File: src/design/cpk_pkg.sv
`timescale 1ns / 1ps

package cpk_pkg;

   // field widths
   localparam int ID_W       = 64;
   localparam int IP_W       = 32;
   localparam int PORT_W     = 16;
   localparam int VER_W      = 8;
   localparam int LIMIT_W    = 7;
   localparam int RANK_W     = 6;
   localparam int CSR_IDX_W  = 2;
   localparam int CSR_DATA_W = 64;

   // defaults
   localparam int                 CAPACITY_DEF    = 64;
   localparam logic [VER_W-1:0]   MIN_VERSION_RST = 8'd8;
   localparam logic [LIMIT_W-1:0] KEEP_LIMIT_RST  = 7'd50;

   // configuration register indexes
   typedef enum logic [CSR_IDX_W-1:0] {
      CSR_OWN_ID_LOW  = 2'd0,
      CSR_OWN_ID_HIGH = 2'd1,
      CSR_MIN_VERSION = 2'd2,
      CSR_KEEP_LIMIT  = 2'd3
   } csr_index_type;

   // input item
   typedef struct packed {
      logic              record_valid;
      logic              end_of_file;
      logic [ID_W-1:0]   peer_id_low;
      logic [ID_W-1:0]   peer_id_high;
      logic [IP_W-1:0]   peer_ip;
      logic [PORT_W-1:0] peer_udp;
      logic [PORT_W-1:0] peer_tcp;
      logic [VER_W-1:0]  peer_version;
   } req_type;

   // result item
   typedef struct packed {
      logic              entry_valid;
      logic              last;
      logic [RANK_W-1:0] rank;
      logic [ID_W-1:0]   out_id_low;
      logic [ID_W-1:0]   out_id_high;
      logic [IP_W-1:0]   out_ip;
      logic [PORT_W-1:0] out_udp_port;
      logic [PORT_W-1:0] out_tcp_port;
      logic [VER_W-1:0]  out_version;
   } rsp_type;

   // one stored peer
   typedef struct packed {
      logic [ID_W-1:0]   id_low;
      logic [ID_W-1:0]   id_high;
      logic [IP_W-1:0]   ip;
      logic [PORT_W-1:0] udp;
      logic [PORT_W-1:0] tcp;
      logic [VER_W-1:0]  version;
   } slot_type;

   // controller to datapath
   typedef struct packed {
      logic load;
      logic scan_rd;
      logic shift_start;
      logic shift_rd;
      logic insert;
      logic out_start;
      logic out_rd;
      logic out_load;
      logic out_empty;
   } cmd_type;

   // datapath to controller
   typedef struct packed {
      logic take;
      logic eof;
      logic scan_more;
      logic admit;
      logic shift_more;
      logic count_zero;
      logic out_last;
   } stat_type;

endpackage

File: src/design/cpk_ctrl.sv
`timescale 1ns / 1ps

module cpk_ctrl (
   input  logic              clock,
   input  logic              reset,
   input  logic              req_valid,
   output logic              req_ready,
   output logic              rsp_valid,
   input  logic              rsp_ready,
   output cpk_pkg::cmd_type  cmd,
   input  cpk_pkg::stat_type st
);
   import cpk_pkg::*;

   typedef enum logic [3:0] {
      ST_IDLE,
      ST_START,
      ST_SCAN,
      ST_DECIDE,
      ST_SHIFT,
      ST_INSERT,
      ST_OUT_START,
      ST_OUT_RD,
      ST_OUT_LOAD,
      ST_OUT_EMPTY
   } state_type;

   state_type state_ff, state_in;
   logic      rsp_valid_ff, rsp_valid_in;
   logic      rsp_free;

   // output register can take a new result
   assign rsp_free  = !rsp_valid_ff || rsp_ready;
   assign req_ready = (state_ff == ST_IDLE);
   assign rsp_valid = rsp_valid_ff;

   // next state and commands
   always_comb begin
      cmd          = '0;
      state_in     = state_ff;
      rsp_valid_in = rsp_valid_ff && !rsp_ready;
      unique case (state_ff)
         ST_IDLE: begin
            if (req_valid) begin
               cmd.load = 1'b1;
               state_in = ST_START;
            end
         end
         ST_START: begin
            if (st.take) begin
               state_in = ST_SCAN;
            end else if (st.eof) begin
               state_in = ST_OUT_START;
            end else begin
               state_in = ST_IDLE;
            end
         end
         ST_SCAN: begin
            if (st.scan_more) begin
               cmd.scan_rd = 1'b1;
            end else begin
               state_in = ST_DECIDE;
            end
         end
         ST_DECIDE: begin
            if (st.admit) begin
               cmd.shift_start = 1'b1;
               state_in        = ST_SHIFT;
            end else if (st.eof) begin
               state_in = ST_OUT_START;
            end else begin
               state_in = ST_IDLE;
            end
         end
         ST_SHIFT: begin
            if (st.shift_more) begin
               cmd.shift_rd = 1'b1;
            end else begin
               state_in = ST_INSERT;
            end
         end
         ST_INSERT: begin
            cmd.insert = 1'b1;
            state_in   = st.eof ? ST_OUT_START : ST_IDLE;
         end
         ST_OUT_START: begin
            cmd.out_start = 1'b1;
            state_in      = st.count_zero ? ST_OUT_EMPTY : ST_OUT_RD;
         end
         ST_OUT_RD: begin
            cmd.out_rd = 1'b1;
            state_in   = ST_OUT_LOAD;
         end
         ST_OUT_LOAD: begin
            if (rsp_free) begin
               cmd.out_load = 1'b1;
               rsp_valid_in = 1'b1;
               state_in     = st.out_last ? ST_IDLE : ST_OUT_RD;
            end
         end
         ST_OUT_EMPTY: begin
            if (rsp_free) begin
               cmd.out_empty = 1'b1;
               rsp_valid_in  = 1'b1;
               state_in      = ST_IDLE;
            end
         end
         default: begin
            state_in = ST_IDLE;
         end
      endcase
   end

   // state and registered outputs
   always_ff @(posedge clock) begin
      if (reset) begin
         state_ff     <= ST_IDLE;
         rsp_valid_ff <= 1'b0;
      end else begin
         state_ff     <= state_in;
         rsp_valid_ff <= rsp_valid_in;
      end
   end

endmodule

File: config.mk
export PLATFORM = sky130hd
export DESIGN_NAME = cpk_ctrl
export DESIGN_NICKNAME = d
export VERILOG_FILES = /design/src/design/cpk_pkg.sv /design/src/design/cpk_ctrl.sv
export SDC_FILE = /design/constraint.sdc
export NUM_CORES = 1
export LEC_CHECK = 0
export BUFFER_PORTS_ARGS = -buffer_cell sky130_fd_sc_hd__clkbuf_2
export CORE_AREA = 2 2 39 41
export CTS_BUF_LIST = sky130_fd_sc_hd__clkbuf_4
export CTS_CLUSTER_DIAMETER = 30
export DETAILED_ROUTE_END_ITERATION = 16
export DIE_AREA = 0 0 41 43
export GPL_TIMING_DRIVEN = 1
export PLACE_DENSITY = 0.63
export SLEW_MARGIN = 10
export SYNTH_ARGS = -nofsm -noshare
export SYNTH_HDL_FRONTEND = slang
export SYNTH_SLANG_ARGS = --single-unit
File: constraint.sdc
create_clock -name clock -period 1.6 [get_ports clock]
set_clock_uncertainty 0.15 [all_clocks]
set_input_delay 0.4 -clock clock [delete_from_list [all_inputs] [get_ports clock]]
set_output_delay 0.4 -clock clock [all_outputs]
set_load 0.02 [all_outputs]
==> summary.md, run 1 <==
| Metric | Value |
|---|---|
| Die Area | 1760 µm² |
| Hold_ws | about 0.24 ns |
| Final setup TNS | -1.10 ns |
| Final ANT Viol Nets | 0 |
| FP Rows | 14 |
| VDD IR max | 0.000466 V |
| Initial antenna violation count | 0 |
| Fin area | 1020 µm² |
| Cell variety after synth | 35 |
| Critical path capture point type | output pin |
| Max Buffers Root-to-Sink | 2 |
| CTS Buf Count | 3 |
| Count leader, synth | nor2_1 |
| Max_cap viols | 0 |
| CORE AREA | 1380 µm² |
| Fin. Hold Viols | 0 |
| Vias in the first global route | 656 |
| Share of cells above drive strength 1 | between 70% and 80% |
| Gr usage total | 21.5% |
| CTS tree | done |
| Hold-fix buffers, CTS | 0 |
| CTS HTree Levels | 1 |
| Worst Path Max Fanout | 5 |
| Slack of the critical path | -0.141 ns |
| Placed inst area | 652 µm² |
| Sequential power share | 21.2% |
| Required @ worst endpoint | roughly 1.1 ns |
| Syn nets | between 70 and 80 |
| Cell leakage power | about 0.00045 µW |
| Starting Density | between 30% and 40% |
| Syn_area_per_cell | 7.49 µm² |
| Die Width | 41 µm |
| Sequential area share after synthesis | 21.6% |
| Syn Std Cell Area | about 460 µm² |
| Detailed Route WL | 2.22 mm |
| Via Count | 681 |
| HPWL after DPL | 996 µm |
| Syn Inst Count | 62 |
| Warnings, synthesis | 0 |
| FF+latch count, synth | 5 |
| Tmin final | 1.74 ns |
| NumNets Final | approximately 120 |
| Post-synth top area share | 21.6% |
| Fillers | 89 |
| Largest net degree at the start of global routing | 10 |
| Synth top area cells | dfxtp_1 (22%), nor2_1 (7.3%), nand2b_1 (6.7%), a221oi_2 (6.5%), a21oi_1 (4.3%) |
| Gr ovfl total | 0 |
| Clk pwr share | 21.0% |
| Die Y | between 40 and 50 µm |
| Pwr per Cell Area | 776 nW/µm² |
| Initial DRC Count | 22 |
| IO Count | 22 |
| Combinational Power Share | 57.9% |
| Clk sink count | 5 |
| Synth area leader | dfxtp_1 |
| Sw Ratio | 38.4% |
| Arrival time of the worst setup path | ~1.2 ns |
| First-pass GRT wire length | approximately 2.6 mm |
| DR vias/cell | 5.45 |
| Total Power | 795 µW |
| Failing checks | negative setup slack |
| Later-pin clock latency in the skew report | between 0.2 and 0.3 ns |
| Psw | just over 300 µW |
| Main synth FF type | dfxtp_1 |
| Crit Path Category | reg -> out |
| Hold Crit Class | in -> reg |
| Fin crit share | 109% |
| CTS clk-pin slew, worst paths | 0.04 ns |
| Register-to-register setup slack | -0.06 ns |
| Pint | 490 µW |
| Final GP Congestion | 0.789 |
| Commonest cells post-synth | nor2_1 (9), dfxtp_1 (5), nand2b_1 (5), a21oi_1 (4), inv_1 (3) |
| Worst Reg-to-Reg Cells | 5 |
| Slew Limit Fails | 0 |
| Outcome | complete, but fails checks |
| Final Util | 74.1% |
| Port bufs | 21 |
| WL/cell | 17.8 µm |
| WHS Path Cells | 2 |
| Post-synth EDFFs | 0 |
| Clk root buf | clkbuf_4 |
| RSZ-0062 raised after global routing | true |
| DRT Pass-1 Iters | 4 |
| Slew @ Worst Pin | 0.277 ns |
| Rel. slew slack | 81.5% |
| Layout Area Growth over Synthesis | 121% |
| Critical Path Source Type | flip-flop |
| Setup violators final | 13 |
| Antenna Cells | 0 |
| Async SR Flop Fraction | 0% |
| Peak Freq | 0.574 GHz |
| DRC | 0 |
-- worst max-delay path, stage by stage (launching register included) --
cell      delay, ns
dfxtp_4        0.36
and2b_1        0.26
nand2_1        0.11
inv_1          0.08
clkbuf_8       0.14
-- power groups by stage --
stage          clock network, µW  logic, µW  registers [µW]
6_report                     167        460             168
5_1_grt                      175        479             169
4_1_cts                      171        334             163
3_5_place_dp                   0        230             166
3_3_place_gp                   0        228             165
2_1_floorplan                  0        168             145
-- cell families after synthesis --
kind of cell | after synthesis | synth area share (%)
DFF | 5 | 21.6
and+or+nand+nor | 34 | 43.1
AOI/OAI and AO/OA | 15 | 26.1
buffers and inverters | 8 | 9.16
-- state kept, by name (all words and copies together) (netlist names) --
signal,count
state_ff,4
rsp_valid,1
-- cell type report --
cell class	count	area [µm²]	share of cell area [%]
multi-input combinational	49	454	44.3
sequential	5	115	11.2
inverter	4	15.0	1.47
clock buffer	4	30.0	2.93
tap	16	20.0	1.95
timing repair buffer	47	390	38.1
-- routing by layer --
metal	GRT usage, %	up-vias	wire length, µm
met5	0	-	0
met4	12.0	0	48
met3	5.76	6	142
met2	34.1	33	1170
met1	24.4	320	866
li1	-	322	-
-- timing repair --
item,4_1_cts,5_1_grt
pin swaps,9,9
gates cloned,0,0
setup endpoints to repair,11,13
setup buffers,9,5
gates resized for setup,37,31
-- layout by cell type (no fill, tap or decap), types with 2 or more instances in the layout --
master	instances
nand3_2	2
buf_4	23
a21oi_1	2
nand2b_1	2
nor2_1	4
or2_4	2
and3_4	2
nand2b_4	3
clkbuf_8	2
clkbuf_4	4
nand2_1	2
buf_8	3
dfxtp_4	4
a221oi_2	2
buf_6	8
a21oi_2	2
inv_2	2
inv_1	2
clkbuf_2	11
nor2_4	4
-- per-stage QoR --
step	cells	worst slack [ns]
floorplan	62	0.00710
global placement	107	-0.0111
detailed placement	107	-0.0189
CTS	120	-0.116
global route	125	-0.162
finish	125	-0.141
-- worst paths after layout --
path,startpoint,to
worst max-delay path,state_ff[3],cmd[5]
worst max register to register,state_ff[1],state_ff[2]
worst min-delay path,reset,state_ff[1]
worst min register to register,rsp_valid,rsp_valid
Power figures use the tool's default switching activity.
==> run 2, diff against run 1 <==
- CORE_AREA: 2 2 39 41 -> unset
- CORE_UTILIZATION: unset -> 35
- DIE_AREA: 0 0 41 43 -> unset
- PLACE_DENSITY: 0.63 -> 0.64
==> run 2 against run 1 <==
Compared with the run above: the flow still finishes with violations (negative setup slack); power fell by 20%; non-clock buffer count fell by 7; cell count fell by 7.2%; wire length fell by 33%; sequential share of layout area rose by 2.1 points; die area fell by 16%; largest cell class unchanged; utilization fell by 1.7 points.
==> summary.md, run 2 (synthesized netlist as in run 1, its figures left out) <==
| Metric | Value |
|---|---|
| Cells after DPL | 105 (was 107) |
| Pre-CTS WS | -0.0143 ns (was -0.0189 ns) |
| Outcome | complete, but fails checks (unchanged) |
| Peak Freq | 0.579 GHz (was 0.574 GHz) |
| Antenna Cells | 0 (unchanged) |
| Worst hold path endpoint | state_ff[2] (was state_ff[1]) |
| Initial DRC Count | 24 (was 22) |
| Critical Path Source Type | flip-flop (unchanged) |
| HPWL after DPL | 933 µm (was 996 µm) |
| Max Buffers Root-to-Sink | 2 (unchanged) |
| Layout Area Growth over Synthesis | 82.5% (was 121%) |
| Fin. Hold Viols | 0 (unchanged) |
| Gr usage total | 22.2% (was 21.5%) |
| Detailed Route WL | 1.48 mm (was 2.22 mm) |
| CTS HTree Levels | 1 (unchanged) |
| Most common cell after layout, fill and taps aside | buf_4 (unchanged) |
| IO Count | 22 (unchanged) |
| Die Area | 1480 µm² (was 1760 µm²) |
| Max_cap viols | 0 (unchanged) |
| Final ANT Viol Nets | 0 (unchanged) |
| DR vias/cell | 5.25 (was 5.45) |
| CTS clk-pin slew, worst paths | 0.04 ns (about the same) |
| Worst Path Max Fanout | 5 (unchanged) |
| Slew Limit Fails | 0 (unchanged) |
| Port bufs | 21 (unchanged) |
| FP Rows | 12 (was 14) |
| Die Y | 38.4 µm (was 43 µm) |
| Rel. slew slack | 78.0% (was 81.5%) |
| WL/cell | 12.8 µm (was 17.8 µm) |
| Cell leakage power | 0.000403 µW (was 0.000451 µW) |
| VDD IR max | 0.000651 V (was 0.000466 V) |
| Vias in the first global route | 527 (was 656) |
| Setup violators final | 11 (was 13) |
| Clk root buf | clkbuf_4 (unchanged) |
| Final GP Congestion | 0.802 (was 0.789) |
| Gr ovfl total | 0 (unchanged) |
| Via Count | 609 (was 681) |
| First-pass GRT wire length | 2.26 mm (was 2.58 mm) |
| Later-pin clock latency in the skew report | 0.24 ns (was 0.25 ns) |
| DRC | 0 (unchanged) |
| Final cell count without fillers | 116 (was 125) |
| Hold Crit Class | in -> reg (unchanged) |
| Worst Reg-to-Reg Cells | 5 (unchanged) |
| Pwr per Cell Area | 754 nW/µm² (was 776 nW/µm²) |
| Slew @ Worst Pin | 0.330 ns (was 0.277 ns) |
| CORE AREA | 1170 µm² (was 1380 µm²) |
| CTS tree | done (unchanged) |
| RSZ-0062 raised after global routing | true (unchanged) |
| Clk sink count | 5 (unchanged) |
| Largest net degree at the start of global routing | 10 (unchanged) |
| Multi-input gate area | 363 µm² (was 454 µm²) |
| Hold-fix buffers, CTS | 0 (unchanged) |
| Failing checks | negative setup slack (unchanged) |
| Register-to-register setup slack | -0.01 ns (was -0.06 ns) |
| Starting Density | 39.6% (was 33.5%) |
| R2R Path End | state_ff[0] (was state_ff[2]) |
| DRT Pass-1 Iters | 4 (unchanged) |
| Slack of the critical path | -0.127 ns (was -0.141 ns) |
| Fillers | 84 (was 89) |
| Share of cells above drive strength 1 | 62.7% (was 75.2%) |
| Max FFs per register | 4 (unchanged) |
| Crit Path Category | reg -> out (unchanged) |
| Register area | 113 µm² (was 115 µm²) |
| NumNets Final | 114 (was 121) |
| Fin crit share | 108% (was 109%) |
| Critical path capture point type | output pin (unchanged) |
| Die Width | 38.4 µm (was 41 µm) |
| Worst flop-to-flop path startpoint | state_ff[1] (unchanged) |
| Final setup TNS | -0.886 ns (was -1.10 ns) |
| WHS Path Cells | 2 (unchanged) |
| Reg with most FFs | state_ff (unchanged) |
| Required @ worst endpoint | 1.05 ns (about the same) |
| Most frequent cells in the layout | buf_4 (22), clkbuf_2 (11), nor2_1 (6) (was buf_4 (23), clkbuf_2 (11), buf_6 (8)) |
| Tmin final | 1.73 ns (was 1.74 ns) |
| CTS Buf Count | 3 (unchanged) |
| Arrival time of the worst setup path | 1.18 ns (was 1.19 ns) |
| Initial antenna violation count | 0 (unchanged) |
| Worst hold start | reset (unchanged) |
-- run 2: cell types whose count changed in the layout (fill, tap and decap cells not counted), sizes merged --
cell    delta
buf        -9
clkbuf     +2
-- run 2: cell type report --
type / instances / area share (%)
Multi-Input combinational cell: 49 / 42.8
Clock buffer: 4 / 3.55
Tap cell: 14 / 2.07
Inverter: 4 / 1.77
Sequential cell: 5 / 13.3
Timing Repair Buffer: 40 / 36.5
-- run 2: layer usage --
layer	vias up	wire (µm)	track usage [%]
li1	301	-	-
met1	279	632	28.4
met2	25	738	38.6
met3	4	66	3.49
met4	0	47	5.17
met5	-	0	0
-- run 2: stage by stage --
stage	hold WS (ns)	total power (µW)	instance area, µm²	utilization (%)
floorplan	0.316	313	464	-
global placement	0.483	405	649	55.4
detailed placement	0.501	405	649	55.4
CTS	0.245	622	813	69.4
global route	0.255	680	847	72.3
finish	0.245	639	847	72.3
-- run 2: worst max path at each step --
stage,from,endpoint,slack (ns),depth (start not counted)
2_1_floorplan,state_ff[1],req_ready,0.007,2
3_3_place_gp,state_ff[1],state_ff[2],-0.02,4
3_5_place_dp,state_ff[1],state_ff[2],-0.01,4
4_1_cts,state_ff[1],req_ready,-0.11,3
5_1_grt,state_ff[0],cmd[8],-0.17,4
6_report,state_ff[2],cmd[1],-0.13,4
-- run 2: repair_timing --
item	CTS	global route
pin swaps	5	2
setup endpoints to repair	11	13
resized for setup	26	13
setup buffers	6	1
-- run 2: critical path, cell delays in order (launching register included) --
cell,delay [ns]
dfxtp_4,0.36
buf_6,0.12
nand3b_1,0.18
nor2_2,0.14
buf_6,0.14
-- run 2: report_power, final --
part / switching [µW] / leakage (µW) / internal (µW)
clock network: 49.1 / 0.0000184 / 111
logic: 151 / 0.000341 / 168
registers: 22.6 / 0.0000433 / 137
total: 223 / 0.000403 / 416
